===== src/design/spq_pkg.sv =====
`timescale 1ns / 1ps
package spq_pkg;

  localparam int PRIO_W = 16;
  localparam logic signed [PRIO_W-1:0] PRIO_MAX = 16'sh7fff;
  localparam logic signed [PRIO_W-1:0] PRIO_MIN = 16'sh8000;

  typedef enum logic [1:0] {
    OP_ENQ    = 2'd0,
    OP_DEQ    = 2'd1,
    OP_PEEK   = 2'd2,
    OP_CHANGE = 2'd3
  } op_t;

  typedef enum logic [1:0] {
    ST_OK    = 2'd0,
    ST_EMPTY = 2'd1,
    ST_FULL  = 2'd2
  } status_t;

  typedef logic signed [PRIO_W-1:0] prio_t;

  // broadcast control to every cell of the row
  typedef struct packed {
    logic  shift_in;
    logic  shift_out;
    logic  add;
    prio_t new_prio;
    prio_t amount;
  } cell_ctl_t;

endpackage


===== src/design/spq_if.sv =====
`timescale 1ns / 1ps
interface spq_in_if #(parameter int PAYLOAD_BITS = 32);
  logic                     valid;
  logic                     ready;
  logic [1:0]               op;
  logic signed [15:0]       item_priority;
  logic [PAYLOAD_BITS-1:0]  item_payload;
  logic signed [15:0]       change_amount;

  modport source (output valid, op, item_priority, item_payload, change_amount,
                  input ready);
  modport sink (input valid, op, item_priority, item_payload, change_amount,
                output ready);
endinterface

interface spq_out_if #(parameter int PAYLOAD_BITS = 32, parameter int CNT_W = 5);
  logic                     valid;
  logic                     ready;
  logic [1:0]               status;
  logic signed [15:0]       out_priority;
  logic [PAYLOAD_BITS-1:0]  out_payload;
  logic [CNT_W-1:0]         entry_count;
  logic                     is_empty;
  logic                     is_full;

  modport source (output valid, status, out_priority, out_payload, entry_count,
                  is_empty, is_full, input ready);
  modport sink (input valid, status, out_priority, out_payload, entry_count,
                is_empty, is_full, output ready);
endinterface


===== src/design/spq_cell.sv =====
`timescale 1ns / 1ps
module spq_cell #(
  parameter int PAYLOAD_BITS = 32
) (
  input  logic                     clk,
  input  spq_pkg::cell_ctl_t       ctl,
  input  logic                     occ,
  input  logic [PAYLOAD_BITS-1:0]  new_payload,
  input  logic                     left_lt,
  input  spq_pkg::prio_t           left_prio,
  input  logic [PAYLOAD_BITS-1:0]  left_payload,
  input  spq_pkg::prio_t           right_prio,
  input  logic [PAYLOAD_BITS-1:0]  right_payload,
  output spq_pkg::prio_t           prio,
  output logic [PAYLOAD_BITS-1:0]  payload,
  output logic                     lt
);
  import spq_pkg::*;

  prio_t                    prio_r;
  prio_t                    prio_nxt;
  logic [PAYLOAD_BITS-1:0]  payload_r;
  logic [PAYLOAD_BITS-1:0]  payload_nxt;
  logic signed [PRIO_W:0]   sum;
  prio_t                    sat;

  assign lt = occ && (prio_r < ctl.new_prio);

  always_comb begin
    sum = {prio_r[PRIO_W-1], prio_r} + {ctl.amount[PRIO_W-1], ctl.amount};
    priority if (sum > $signed({PRIO_MAX[PRIO_W-1], PRIO_MAX})) begin
      sat = PRIO_MAX;
    end else if (sum < $signed({PRIO_MIN[PRIO_W-1], PRIO_MIN})) begin
      sat = PRIO_MIN;
    end else begin
      sat = sum[PRIO_W-1:0];
    end
  end

  always_comb begin
    prio_nxt    = prio_r;
    payload_nxt = payload_r;
    priority if (ctl.shift_in) begin
      // keep if smaller, take the new word at the boundary, else move right
      priority if (lt) begin
        prio_nxt    = prio_r;
        payload_nxt = payload_r;
      end else if (left_lt) begin
        prio_nxt    = ctl.new_prio;
        payload_nxt = new_payload;
      end else begin
        prio_nxt    = left_prio;
        payload_nxt = left_payload;
      end
    end else if (ctl.shift_out) begin
      prio_nxt    = right_prio;
      payload_nxt = right_payload;
    end else if (ctl.add) begin
      prio_nxt    = sat;
    end
  end

  always_ff @(posedge clk) begin
    prio_r    <= prio_nxt;
    payload_r <= payload_nxt;
  end

  assign prio    = prio_r;
  assign payload = payload_r;

endmodule


===== src/design/sorted_priority_queue.sv =====
`timescale 1ns / 1ps
// Sorted priority queue built as a row of CAPACITY cells, each holding one entry
// (priority and payload) in ascending priority order. Every operation (enqueue,
// dequeue, peek, change) is done in parallel: all cells compare against the
// new priority, shift, or saturate-add together. A new word is accepted in
// every cycle; its result appears in the output register in the next cycle and
// the input stalls only while that register holds a result not yet taken.
// Nothing needs clearing after reset beyond the entry count and the output valid.
module sorted_priority_queue #(
  parameter int CAPACITY     = 16,
  parameter int PAYLOAD_BITS = 32
) (
  input  logic       clk,
  input  logic       rst_n,
  spq_in_if.sink     in_chan,
  spq_out_if.source  out_chan
);
  import spq_pkg::*;

  localparam int CNT_W = $clog2(CAPACITY + 1);

  logic [CNT_W-1:0]         count_r;
  logic [CNT_W-1:0]         count_nxt;
  logic                     out_valid_r;
  logic                     out_valid_nxt;
  status_t                  status_r;
  status_t                  status_nxt;
  prio_t                    res_prio_r;
  prio_t                    res_prio_nxt;
  logic [PAYLOAD_BITS-1:0]  res_payload_r;
  logic [PAYLOAD_BITS-1:0]  res_payload_nxt;
  logic [CNT_W-1:0]         res_count_r;

  logic                     in_fire;
  logic                     empty;
  logic                     full;
  op_t                      op;
  cell_ctl_t                ctl;

  prio_t                    prio_w    [CAPACITY];
  logic [PAYLOAD_BITS-1:0]  payload_w [CAPACITY];
  logic                     lt_w      [CAPACITY];

  assign in_chan.ready = !out_valid_r || out_chan.ready;
  assign in_fire       = in_chan.valid && in_chan.ready;
  assign op            = op_t'(in_chan.op);
  assign empty         = (count_r == '0);
  assign full          = (count_r == CNT_W'(CAPACITY));

  always_comb begin
    ctl.shift_in    = in_fire && (op == OP_ENQ) && !full;
    ctl.shift_out   = in_fire && (op == OP_DEQ) && !empty;
    ctl.add         = in_fire && (op == OP_CHANGE) && !empty;
    ctl.new_prio    = in_chan.item_priority;
    ctl.amount      = in_chan.change_amount;

    count_nxt       = count_r;
    status_nxt      = ST_OK;
    res_prio_nxt    = '0;
    res_payload_nxt = '0;
    unique case (op)
      OP_ENQ: begin
        if (full) begin
          status_nxt = ST_FULL;
        end else begin
          count_nxt = count_r + CNT_W'(1);
        end
      end
      OP_DEQ, OP_PEEK: begin
        if (empty) begin
          status_nxt = ST_EMPTY;
        end else begin
          res_prio_nxt    = prio_w[0];
          res_payload_nxt = payload_w[0];
          if (op == OP_DEQ) begin
            count_nxt = count_r - CNT_W'(1);
          end
        end
      end
      OP_CHANGE: begin
        if (empty) begin
          status_nxt = ST_EMPTY;
        end
      end
      default: begin
        status_nxt = ST_OK;
      end
    endcase

    out_valid_nxt = out_valid_r;
    if (in_fire) begin
      out_valid_nxt = 1'b1;
    end else if (out_chan.ready) begin
      out_valid_nxt = 1'b0;
    end
  end

  genvar gi;
  generate
    for (gi = 0; gi < CAPACITY; gi++) begin : g_cell
      logic                     left_lt;
      prio_t                    left_prio;
      logic [PAYLOAD_BITS-1:0]  left_payload;
      prio_t                    right_prio;
      logic [PAYLOAD_BITS-1:0]  right_payload;

      if (gi == 0) begin : g_head
        assign left_lt      = 1'b1;
        assign left_prio    = in_chan.item_priority;
        assign left_payload = in_chan.item_payload;
      end else begin : g_body
        assign left_lt      = lt_w[gi-1];
        assign left_prio    = prio_w[gi-1];
        assign left_payload = payload_w[gi-1];
      end

      if (gi == CAPACITY - 1) begin : g_tail
        assign right_prio    = prio_w[gi];
        assign right_payload = payload_w[gi];
      end else begin : g_next
        assign right_prio    = prio_w[gi+1];
        assign right_payload = payload_w[gi+1];
      end

      spq_cell #(
        .PAYLOAD_BITS (PAYLOAD_BITS)
      ) u_cell (
        .clk           (clk),
        .ctl           (ctl),
        .occ           (count_r > CNT_W'(gi)),
        .new_payload   (in_chan.item_payload),
        .left_lt       (left_lt),
        .left_prio     (left_prio),
        .left_payload  (left_payload),
        .right_prio    (right_prio),
        .right_payload (right_payload),
        .prio          (prio_w[gi]),
        .payload       (payload_w[gi]),
        .lt            (lt_w[gi])
      );
    end
  endgenerate

  always_ff @(posedge clk) begin
    if (!rst_n) begin
      count_r     <= '0;
      out_valid_r <= 1'b0;
    end else begin
      if (in_fire) begin
        count_r <= count_nxt;
      end
      out_valid_r <= out_valid_nxt;
    end
  end

  always_ff @(posedge clk) begin
    if (in_fire) begin
      status_r      <= status_nxt;
      res_prio_r    <= res_prio_nxt;
      res_payload_r <= res_payload_nxt;
      res_count_r   <= count_nxt;
    end
  end

  assign out_chan.valid        = out_valid_r;
  assign out_chan.status       = status_r;
  assign out_chan.out_priority = res_prio_r;
  assign out_chan.out_payload  = res_payload_r;
  assign out_chan.entry_count  = res_count_r;
  assign out_chan.is_empty     = (res_count_r == '0);
  assign out_chan.is_full      = (res_count_r == CNT_W'(CAPACITY));

  a_count_bound: assert property (@(posedge clk) disable iff (!rst_n)
    count_r <= CNT_W'(CAPACITY))
    else $error("entry count above capacity");

  a_enq_grows: assert property (@(posedge clk) disable iff (!rst_n)
    (in_fire && op == OP_ENQ && !full) |=> (count_r == $past(count_r) + CNT_W'(1)))
    else $error("enqueue did not add an entry");

  a_fire_result: assert property (@(posedge clk) disable iff (!rst_n)
    in_fire |=> out_valid_r)
    else $error("accepted word produced no result");

  a_front_sorted: assert property (@(posedge clk) disable iff (!rst_n)
    (count_r >= CNT_W'(2)) |-> (prio_w[0] <= prio_w[1]))
    else $error("front entries out of order");

endmodule


===== src/flat_wrapper.sv =====
// flat-port wrapper written by rule: the top's interface ports become plain ports
module sorted_priority_queue_flat import spq_pkg::*;
#(
  parameter int CAPACITY     = 16,
  parameter int PAYLOAD_BITS = 32
)
  (clk, rst_n, in_chan_valid, in_chan_op, in_chan_item_priority, in_chan_item_payload, in_chan_change_amount, in_chan_ready, out_chan_valid, out_chan_status, out_chan_out_priority, out_chan_out_payload, out_chan_entry_count, out_chan_is_empty, out_chan_is_full, out_chan_ready);
  spq_in_if #(.PAYLOAD_BITS(PAYLOAD_BITS)) in_chan_i ();
  spq_out_if #(.PAYLOAD_BITS(PAYLOAD_BITS), .CNT_W((5))) out_chan_i ();
  input  logic clk;
  input  logic rst_n;
  input wire logic [$bits(in_chan_i.valid)-1:0] in_chan_valid;
  input wire logic [$bits(in_chan_i.op)-1:0] in_chan_op;
  input wire logic [$bits(in_chan_i.item_priority)-1:0] in_chan_item_priority;
  input wire logic [$bits(in_chan_i.item_payload)-1:0] in_chan_item_payload;
  input wire logic [$bits(in_chan_i.change_amount)-1:0] in_chan_change_amount;
  output wire logic [$bits(in_chan_i.ready)-1:0] in_chan_ready;
  output wire logic [$bits(out_chan_i.valid)-1:0] out_chan_valid;
  output wire logic [$bits(out_chan_i.status)-1:0] out_chan_status;
  output wire logic [$bits(out_chan_i.out_priority)-1:0] out_chan_out_priority;
  output wire logic [$bits(out_chan_i.out_payload)-1:0] out_chan_out_payload;
  output wire logic [$bits(out_chan_i.entry_count)-1:0] out_chan_entry_count;
  output wire logic [$bits(out_chan_i.is_empty)-1:0] out_chan_is_empty;
  output wire logic [$bits(out_chan_i.is_full)-1:0] out_chan_is_full;
  input wire logic [$bits(out_chan_i.ready)-1:0] out_chan_ready;
  assign in_chan_i.valid = in_chan_valid;
  assign in_chan_i.op = in_chan_op;
  assign in_chan_i.item_priority = in_chan_item_priority;
  assign in_chan_i.item_payload = in_chan_item_payload;
  assign in_chan_i.change_amount = in_chan_change_amount;
  assign in_chan_ready = in_chan_i.ready;
  assign out_chan_valid = out_chan_i.valid;
  assign out_chan_status = out_chan_i.status;
  assign out_chan_out_priority = out_chan_i.out_priority;
  assign out_chan_out_payload = out_chan_i.out_payload;
  assign out_chan_entry_count = out_chan_i.entry_count;
  assign out_chan_is_empty = out_chan_i.is_empty;
  assign out_chan_is_full = out_chan_i.is_full;
  assign out_chan_i.ready = out_chan_ready;
  sorted_priority_queue #(.CAPACITY(CAPACITY), .PAYLOAD_BITS(PAYLOAD_BITS)) u_core (.clk(clk), .rst_n(rst_n), .in_chan(in_chan_i), .out_chan(out_chan_i));
endmodule

===== config.mk =====
export PLATFORM = sky130hd
export DESIGN_NAME = sorted_priority_queue_flat
export DESIGN_NICKNAME = d
export VERILOG_FILES = /design/src/design/spq_pkg.sv /design/src/design/spq_if.sv /design/src/design/spq_cell.sv /design/src/design/sorted_priority_queue.sv /design/src/flat_wrapper.sv
export SDC_FILE = /design/constraint.sdc
export NUM_CORES = 2
export LEC_CHECK = 0
export ABC_AREA = 1
export BUFFER_PORTS_ARGS = -buffer_cell sky130_fd_sc_hd__buf_2
export CORE_UTILIZATION = 40
export CTS_CLUSTER_DIAMETER = 50
export DETAILED_ROUTE_END_ITERATION = 16
export SETUP_SLACK_MARGIN = 0.4
export SLEW_MARGIN = 30
export SYNTH_ARGS = -nofsm -noshare
export SYNTH_HDL_FRONTEND = slang
export SYNTH_SLANG_ARGS = --single-unit

===== constraint.sdc =====
create_clock -name clk -period 3.9 [get_ports clk]
set_input_delay 0.78 -clock clk [delete_from_list [all_inputs] [get_ports clk]]
set_output_delay 0.78 -clock clk [all_outputs]
set_load 0.05 [all_outputs]

-- Word-level counts from Yosys, hierarchy flattened
Index checks and enable logic that the tools add are counted.
- add/subtract/negate cells: 18
- magnitude comparators: 64
- eq/ne operators: 22
- multiplexer cells: 180
- bitwise logic cells: 2
- reduce and logical (&&, ||, !) cells: 69
- operators with widths (operator ; number):
    two-way mux 32 bit ; 60
    two-way mux 16 bit ; 111
    adder 16 x 16 -> 17 bit ; 16
    > comparator 17 x 16 -> 1 bit, second input constant ; 16
    < comparator 17 x 16 -> 1 bit, second input constant ; 16
    < comparator 16 bit ; 16
    AND reduction 2 bit ; 31
    > comparator 5 x 4 -> 1 bit, second input constant ; 8
    inequality test 2 bit, second input constant ; 16
    logical AND 1 bit ; 23
    > comparator 5 x 3 -> 1 bit, second input constant ; 4
    two-way mux 5 bit ; 3
    equality test 5 bit, second input constant ; 2
    > comparator 5 x 1 -> 1 bit, second input constant ; 2
    > comparator 5 x 2 -> 1 bit, second input constant ; 2
    logical NOT 5 bit ; 2
    case mux 5 bit (2 select lines) ; 1
    nonzero test 2 bit ; 3
    adder 5 x 1 -> 5 bit, second input constant ; 1
    subtractor 5 x 1 -> 5 bit, second input constant ; 1
    equality test 2 bit, second input constant ; 2
    case mux 2 bit (2 select lines) ; 1
    OR reduction 2 bit ; 2
    logical NOT 1 bit ; 3
    other kinds (10) ; 13
- bits in registers: 829
- bits of input ports: 70
- output and inout port bits: 59
- word-level logic and storage cells: 393

-- Depth between registers and ports, before layout
- depth after elaboration: 8
- mapped depth: 19
- gate-level depth less buffers: 18

-- Hierarchy
A second synthesis with hierarchy kept.
- cells, all modules: 9434
- area, all modules: 69162.6 sq um
- by module, submodules not included (module ; times used ; cells each ; area each (sq um) ; seq. area each (sq um)):
    spq_cell at u_core.g_cell[0].u_cell ... ; 13 ; 571 ; 4157.7 ; 1441.4
    spq_cell at u_core.g_cell[7].u_cell ... ; 3 ; 569 ; 4061.4 ; 1441.4
    sorted_priority_queue ; 1 ; 304 ; 2927.8 ; 1771.7

-- Worst setup path after synthesis
OpenSTA, ideal clock, no wires.
- path type: input to register
- start: input in_chan_item_priority[15]
- end: register u_core.g_cell[7].u_cell.payload_r[0] (enable)
- setup time: 479 ps
- arrival time: 3023 ps
- required time: 3421 ps
- path slack: 398 ps
- stages on the path: 13
- buffers on the path: 1
- cells stage by stage: inv_1 ha_1 nand2_1 inv_1 nand3_1 inv_1 a21oi_1 nand2_1 nand2_1 nand3_1 nand2_1 clkbuf_1 nand2_1
- cells in the longest elaborated chain, start to end: 4
- ends and longest elaborated chain (item ; line ; source):
    start: declaration ; flat_wrapper.sv:14 ; input wire logic [$bits(in_chan_i.item_priority)-1:0] in_chan_item_priority;
    < comparator 16 bit ; spq_cell.sv:27 ; assign lt = occ && (prio_r < ctl.new_prio);
    logical AND 1 bit ; spq_cell.sv:27 ;
    inequality test 2 bit (no line) ; - ;
    AND reduction 2 bit (no line) ; - ;
    end signal: assignment ; spq_cell.sv:65 ; payload_r <= payload_nxt;
    end: declaration ; spq_cell.sv:22 ; logic [PAYLOAD_BITS-1:0] payload_r;
No other way between the ends.
A chain may end at the register's enable or synchronous reset.

-- Worst setup path in the final report
- start: register u_core.count_r[0]
- end: register u_core.g_cell[14].u_cell.prio_r[0], data pin
- cells in the longest elaborated chain, start to end: 5
- elaborated cells between the ends (all ways): 12
- classes of those cells: order compare (1); eq/ne (1); mux (4); reduce/logical (6)
- ends and longest elaborated chain (item ; line ; source):
    start: declaration ; sorted_priority_queue.sv:22 ; logic [CNT_W-1:0] count_r;
    start signal: assignment ; sorted_priority_queue.sv:150 ; count_r <= count_nxt;
    > comparator 5 x 4 -> 1 bit / logical NOT 5 bit (equally long branches) ; sorted_priority_queue.sv:130, sorted_priority_queue.sv:47 ;
    logical AND 1 bit / logical NOT 1 bit (equally long branches) ; spq_cell.sv:27, sorted_priority_queue.sv:52 ;
    two-way mux 16 bit / logical AND 1 bit (equally long branches) ; spq_cell.sv:48, sorted_priority_queue.sv:52 ;
    two-way mux 16 bit (on tied branches) ; spq_cell.sv:45, spq_cell.sv:55 ;
    two-way mux 16 bit * ; spq_cell.sv:43 ; priority if (ctl.shift_in) begin
    net u_core.g_cell[14].u_cell.prio_nxt[0] ; spq_cell.sv:21 ; prio_t prio_nxt;
    end signal: assignment ; spq_cell.sv:64 ; prio_r <= prio_nxt;
    end: declaration ; spq_cell.sv:20 ; prio_t prio_r;
Mark *: on every way through the listed nets, which the timed path passes. The rest lies on a longest branch. The select of a mux whose other input is x is not followed.

==> metrics <==
status=finished, final reports clean; vias in the first global route=61,611; crit-path max FO=27; Clock Tree Buf Depth=3; Leakage Power=43.5 nW; Starting Density=0.405; Synth Instances=9,713; CTS root buf=clkbuf_16; Final period util=0.822; syn avg cell area=6.81 µm²; core region area=164,000 µm²; RSZ-0062 raised after global routing=false; crit path kind=reg -> reg; crit end category=flop; Setup Buffers After CTS=0; max cap viols=0; post-route setup TNS=0 ns; clock buffer count from CTS=135; VDD IR max=313 µV; Die Y=409 µm; Async S/R FF share, synth=0; initial drt markers=5,708; EDFF count, synth=823; gr usage total=0.291; HPWL Detailed=182,000 µm; post-synthesis sequential area ratio=0.375; Top Ports=129; post-synth cell types=50; Layout Nets=10,468; Placed Area=71,000 µm²; Post-CTS Resized=0; port buffer count=128; Die Span X=409 µm; register area=24,800 µm²; via count=63,742; Max H-tree Level=4; critical path data arrival time=3.73 ns; Final Setup Violations=0; synthesized cell area=66,200 µm²; min cycle time layout=3.21 ns; Area Growth Syn to Fin=14.3%; Post-Syn Nets=10,304; global-route wire length before repair=370,000 µm; Remaining DRCs=0; drt via density=5.24; latest clock arrival within the worst-skew pair=0.79 ns; Worst slew margin=0.373; drt pass-1 iters=6; total chip power=0.0376 W; final hold vios=0; Req. time, crit path=4.43 ns; Critical Path Source Type=flop; PwrDens=497 nW/µm²; # rows=148; DRT antenna net count=0; top_reg_cell synth=edfxtp_1; GPL Wtd Cong=0.981; number of fill cells=16,702; Hold-fix buffers, CTS=0; Clock Sinks=829; grt total ovfl=0; Synth Register Bits=829; worst hold path class=in -> reg; Ys Warns=0; design area=75,600 µm²; Clock transition at path regs=0.06 ns; CTS tree=built; share of cells above drive strength 1=0.0692; fin. max-slew vios=0; initial antenna violation count=3; WL final=249,000 µm; drt wl/cell=20.5 µm; largest net degree at the start of global routing=167; Achievable Freq=312 MHz; Multi-input gate area=35,000 µm²; die area=167,000 µm²; worst-case clock skew=0.0402 ns; Worst-Margin Slew=0.941 ns
cell type report:
class | instances | area share
clock buffer | 154 | 0.0468
inverter | 1262 | 0.0628
tap | 2175 | 0.0360
multi-input combinational | 7271 | 0.463
clock inverter | 92 | 0.0143
antenna | 2 | 0.0000662
timing repair buffer | 378 | 0.0488
sequential | 829 | 0.328
logic make-up (layout without fill, tap and decap cells):
logic type | Yosys count | count (layout) | share of synthesized area
simple gates | 5720 | 5720 | 0.336
buf+inv | 1613 | 1886 | 0.0975
compound gates | 859 | 859 | 0.0681
flops | 829 | 829 | 0.375
fa+ha+maj | 521 | 521 | 0.100
xor+xnor | 171 | 171 | 0.0226
other cells | 0 | 2 | 0
state kept, by name, indices dropped and copies added (netlist names):
signal,cells
u_core.g_cell.u_cell.payload,512
u_core.g_cell.u_cell.prio,256
u_core.out_chan.out_payload,32
u_core.out_chan.out_priority,16
u_core.count_r,5
u_core.out_chan.entry_count,5
u_core.out_chan.status,2
u_core.out_chan.valid,1
routing by layer:
metal / vias to the layer above / global-route usage / wire length [µm]
li1: 30779 / - / -
met1: 30037 / 0.360 / 101000
met2: 2370 / 0.492 / 118000
met3: 554 / 0.0515 / 18400
met4: 2 / 0.129 / 11800
met5: - / 0 / 13
Yosys cell counts (6+ instances only):
master	count	share of area
a21oi_1	581	0.044
a21oi_2	8	0.0011
a31oi_1	14	0.0013
and2_1	23	0.0022
and3_1	8	0.00076
buf_1	19	0.0011
buf_2	196	0.015
buf_4	20	0.0023
buf_6	9	0.0015
clkbuf_1	102	0.0058
dfxtp_1	6	0.0018
edfxtp_1	823	0.37
fa_1	16	0.0048
ha_1	505	0.095
inv_1	1250	0.071
inv_2	12	0.00068
nand2_1	5089	0.29
nand2_2	24	0.0023
nand2_4	7	0.0012
nand3_1	246	0.019
nand3b_1	13	0.0015
nand4_1	11	0.0010
nor2_1	218	0.012
nor3_1	40	0.0030
nor4_1	19	0.0018
o21a_1	18	0.0020
o21ai_0	186	0.014
o21bai_1	28	0.0032
o22ai_1	14	0.0013
or2_2	8	0.00076
xnor2_1	74	0.0098
xor2_1	97	0.013
cell usage in the layout (no fill, tap or decap), drive strengths merged, types with 14 or more instances in the layout:
| master | synthesis | layout |
|---|---|---|
| clkbuf | 107 | 154 |
| buf | 244 | 378 |
| xor2 | 97 | 97 |
| a31oi | 14 | 14 |
| o21ai | 188 | 188 |
| o21bai | 28 | 28 |
| and2 | 23 | 23 |
| ha | 505 | 505 |
| fa | 16 | 16 |
| nor4 | 19 | 19 |
| clkinv | 0 | 48 |
| a21oi | 589 | 589 |
| o21a | 18 | 18 |
| o22ai | 14 | 14 |
| xnor2 | 74 | 74 |
| nor2 | 224 | 224 |
| inv | 1262 | 1280 |
| nand2 | 5120 | 5120 |
| edfxtp | 823 | 823 |
| nor3 | 40 | 40 |
| nand3 | 248 | 248 |
| bufinv | 0 | 16 |
report_power, final:
part / internal [W] / switching [W]
Clock: 0.00766 / 0.00485
Sequential: 0.0113 / 0.000686
Combinational: 0.00440 / 0.00870
Total: 0.0234 / 0.0142
worst paths after layout:
check / end / slack (ns) / cells after the start / start
setup / recovery: u_core.g_cell[14].u_cell.prio[0] / 0.69 / 13 / u_core.count_r[0]
hold / removal: u_core.count_r[3] / 0.27 / 3 / rst_n
setup reg to reg: u_core.g_cell[14].u_cell.prio[0] / 0.69 / 13 / u_core.count_r[0]
hold reg to reg: u_core.out_chan.valid / 0.50 / 2 / u_core.out_chan.valid
critical path, cell delays in order, from the launching register on:
cell,delay [ns]
dfxtp_1,0.46
inv_1,0.14
ha_1,0.25
nand3_2,0.11
nor2_2,0.06
nor2_4,0.12
inv_2,0.09
nor2_8,0.27
inv_8,0.16
nand2_2,0.38
inv_1,0.45
nand2_1,0.18
a21boi_1,0.17
nand2_1,0.07
through the flow:
step	hold WS, ns	worst slack (ns)	util	std cells
5_1_grt	0.265	0.557	0.462	12161
3_3_place_gp	0.501	0.0470	0.434	11914
2_1_floorplan	0.494	0.406	-	9713
4_1_cts	0.226	0.768	0.462	12161
6_report	0.273	0.695	0.462	12163
3_5_place_dp	0.501	0.0230	0.434	11915
No activity file was read; power rests on OpenSTA's default activity.
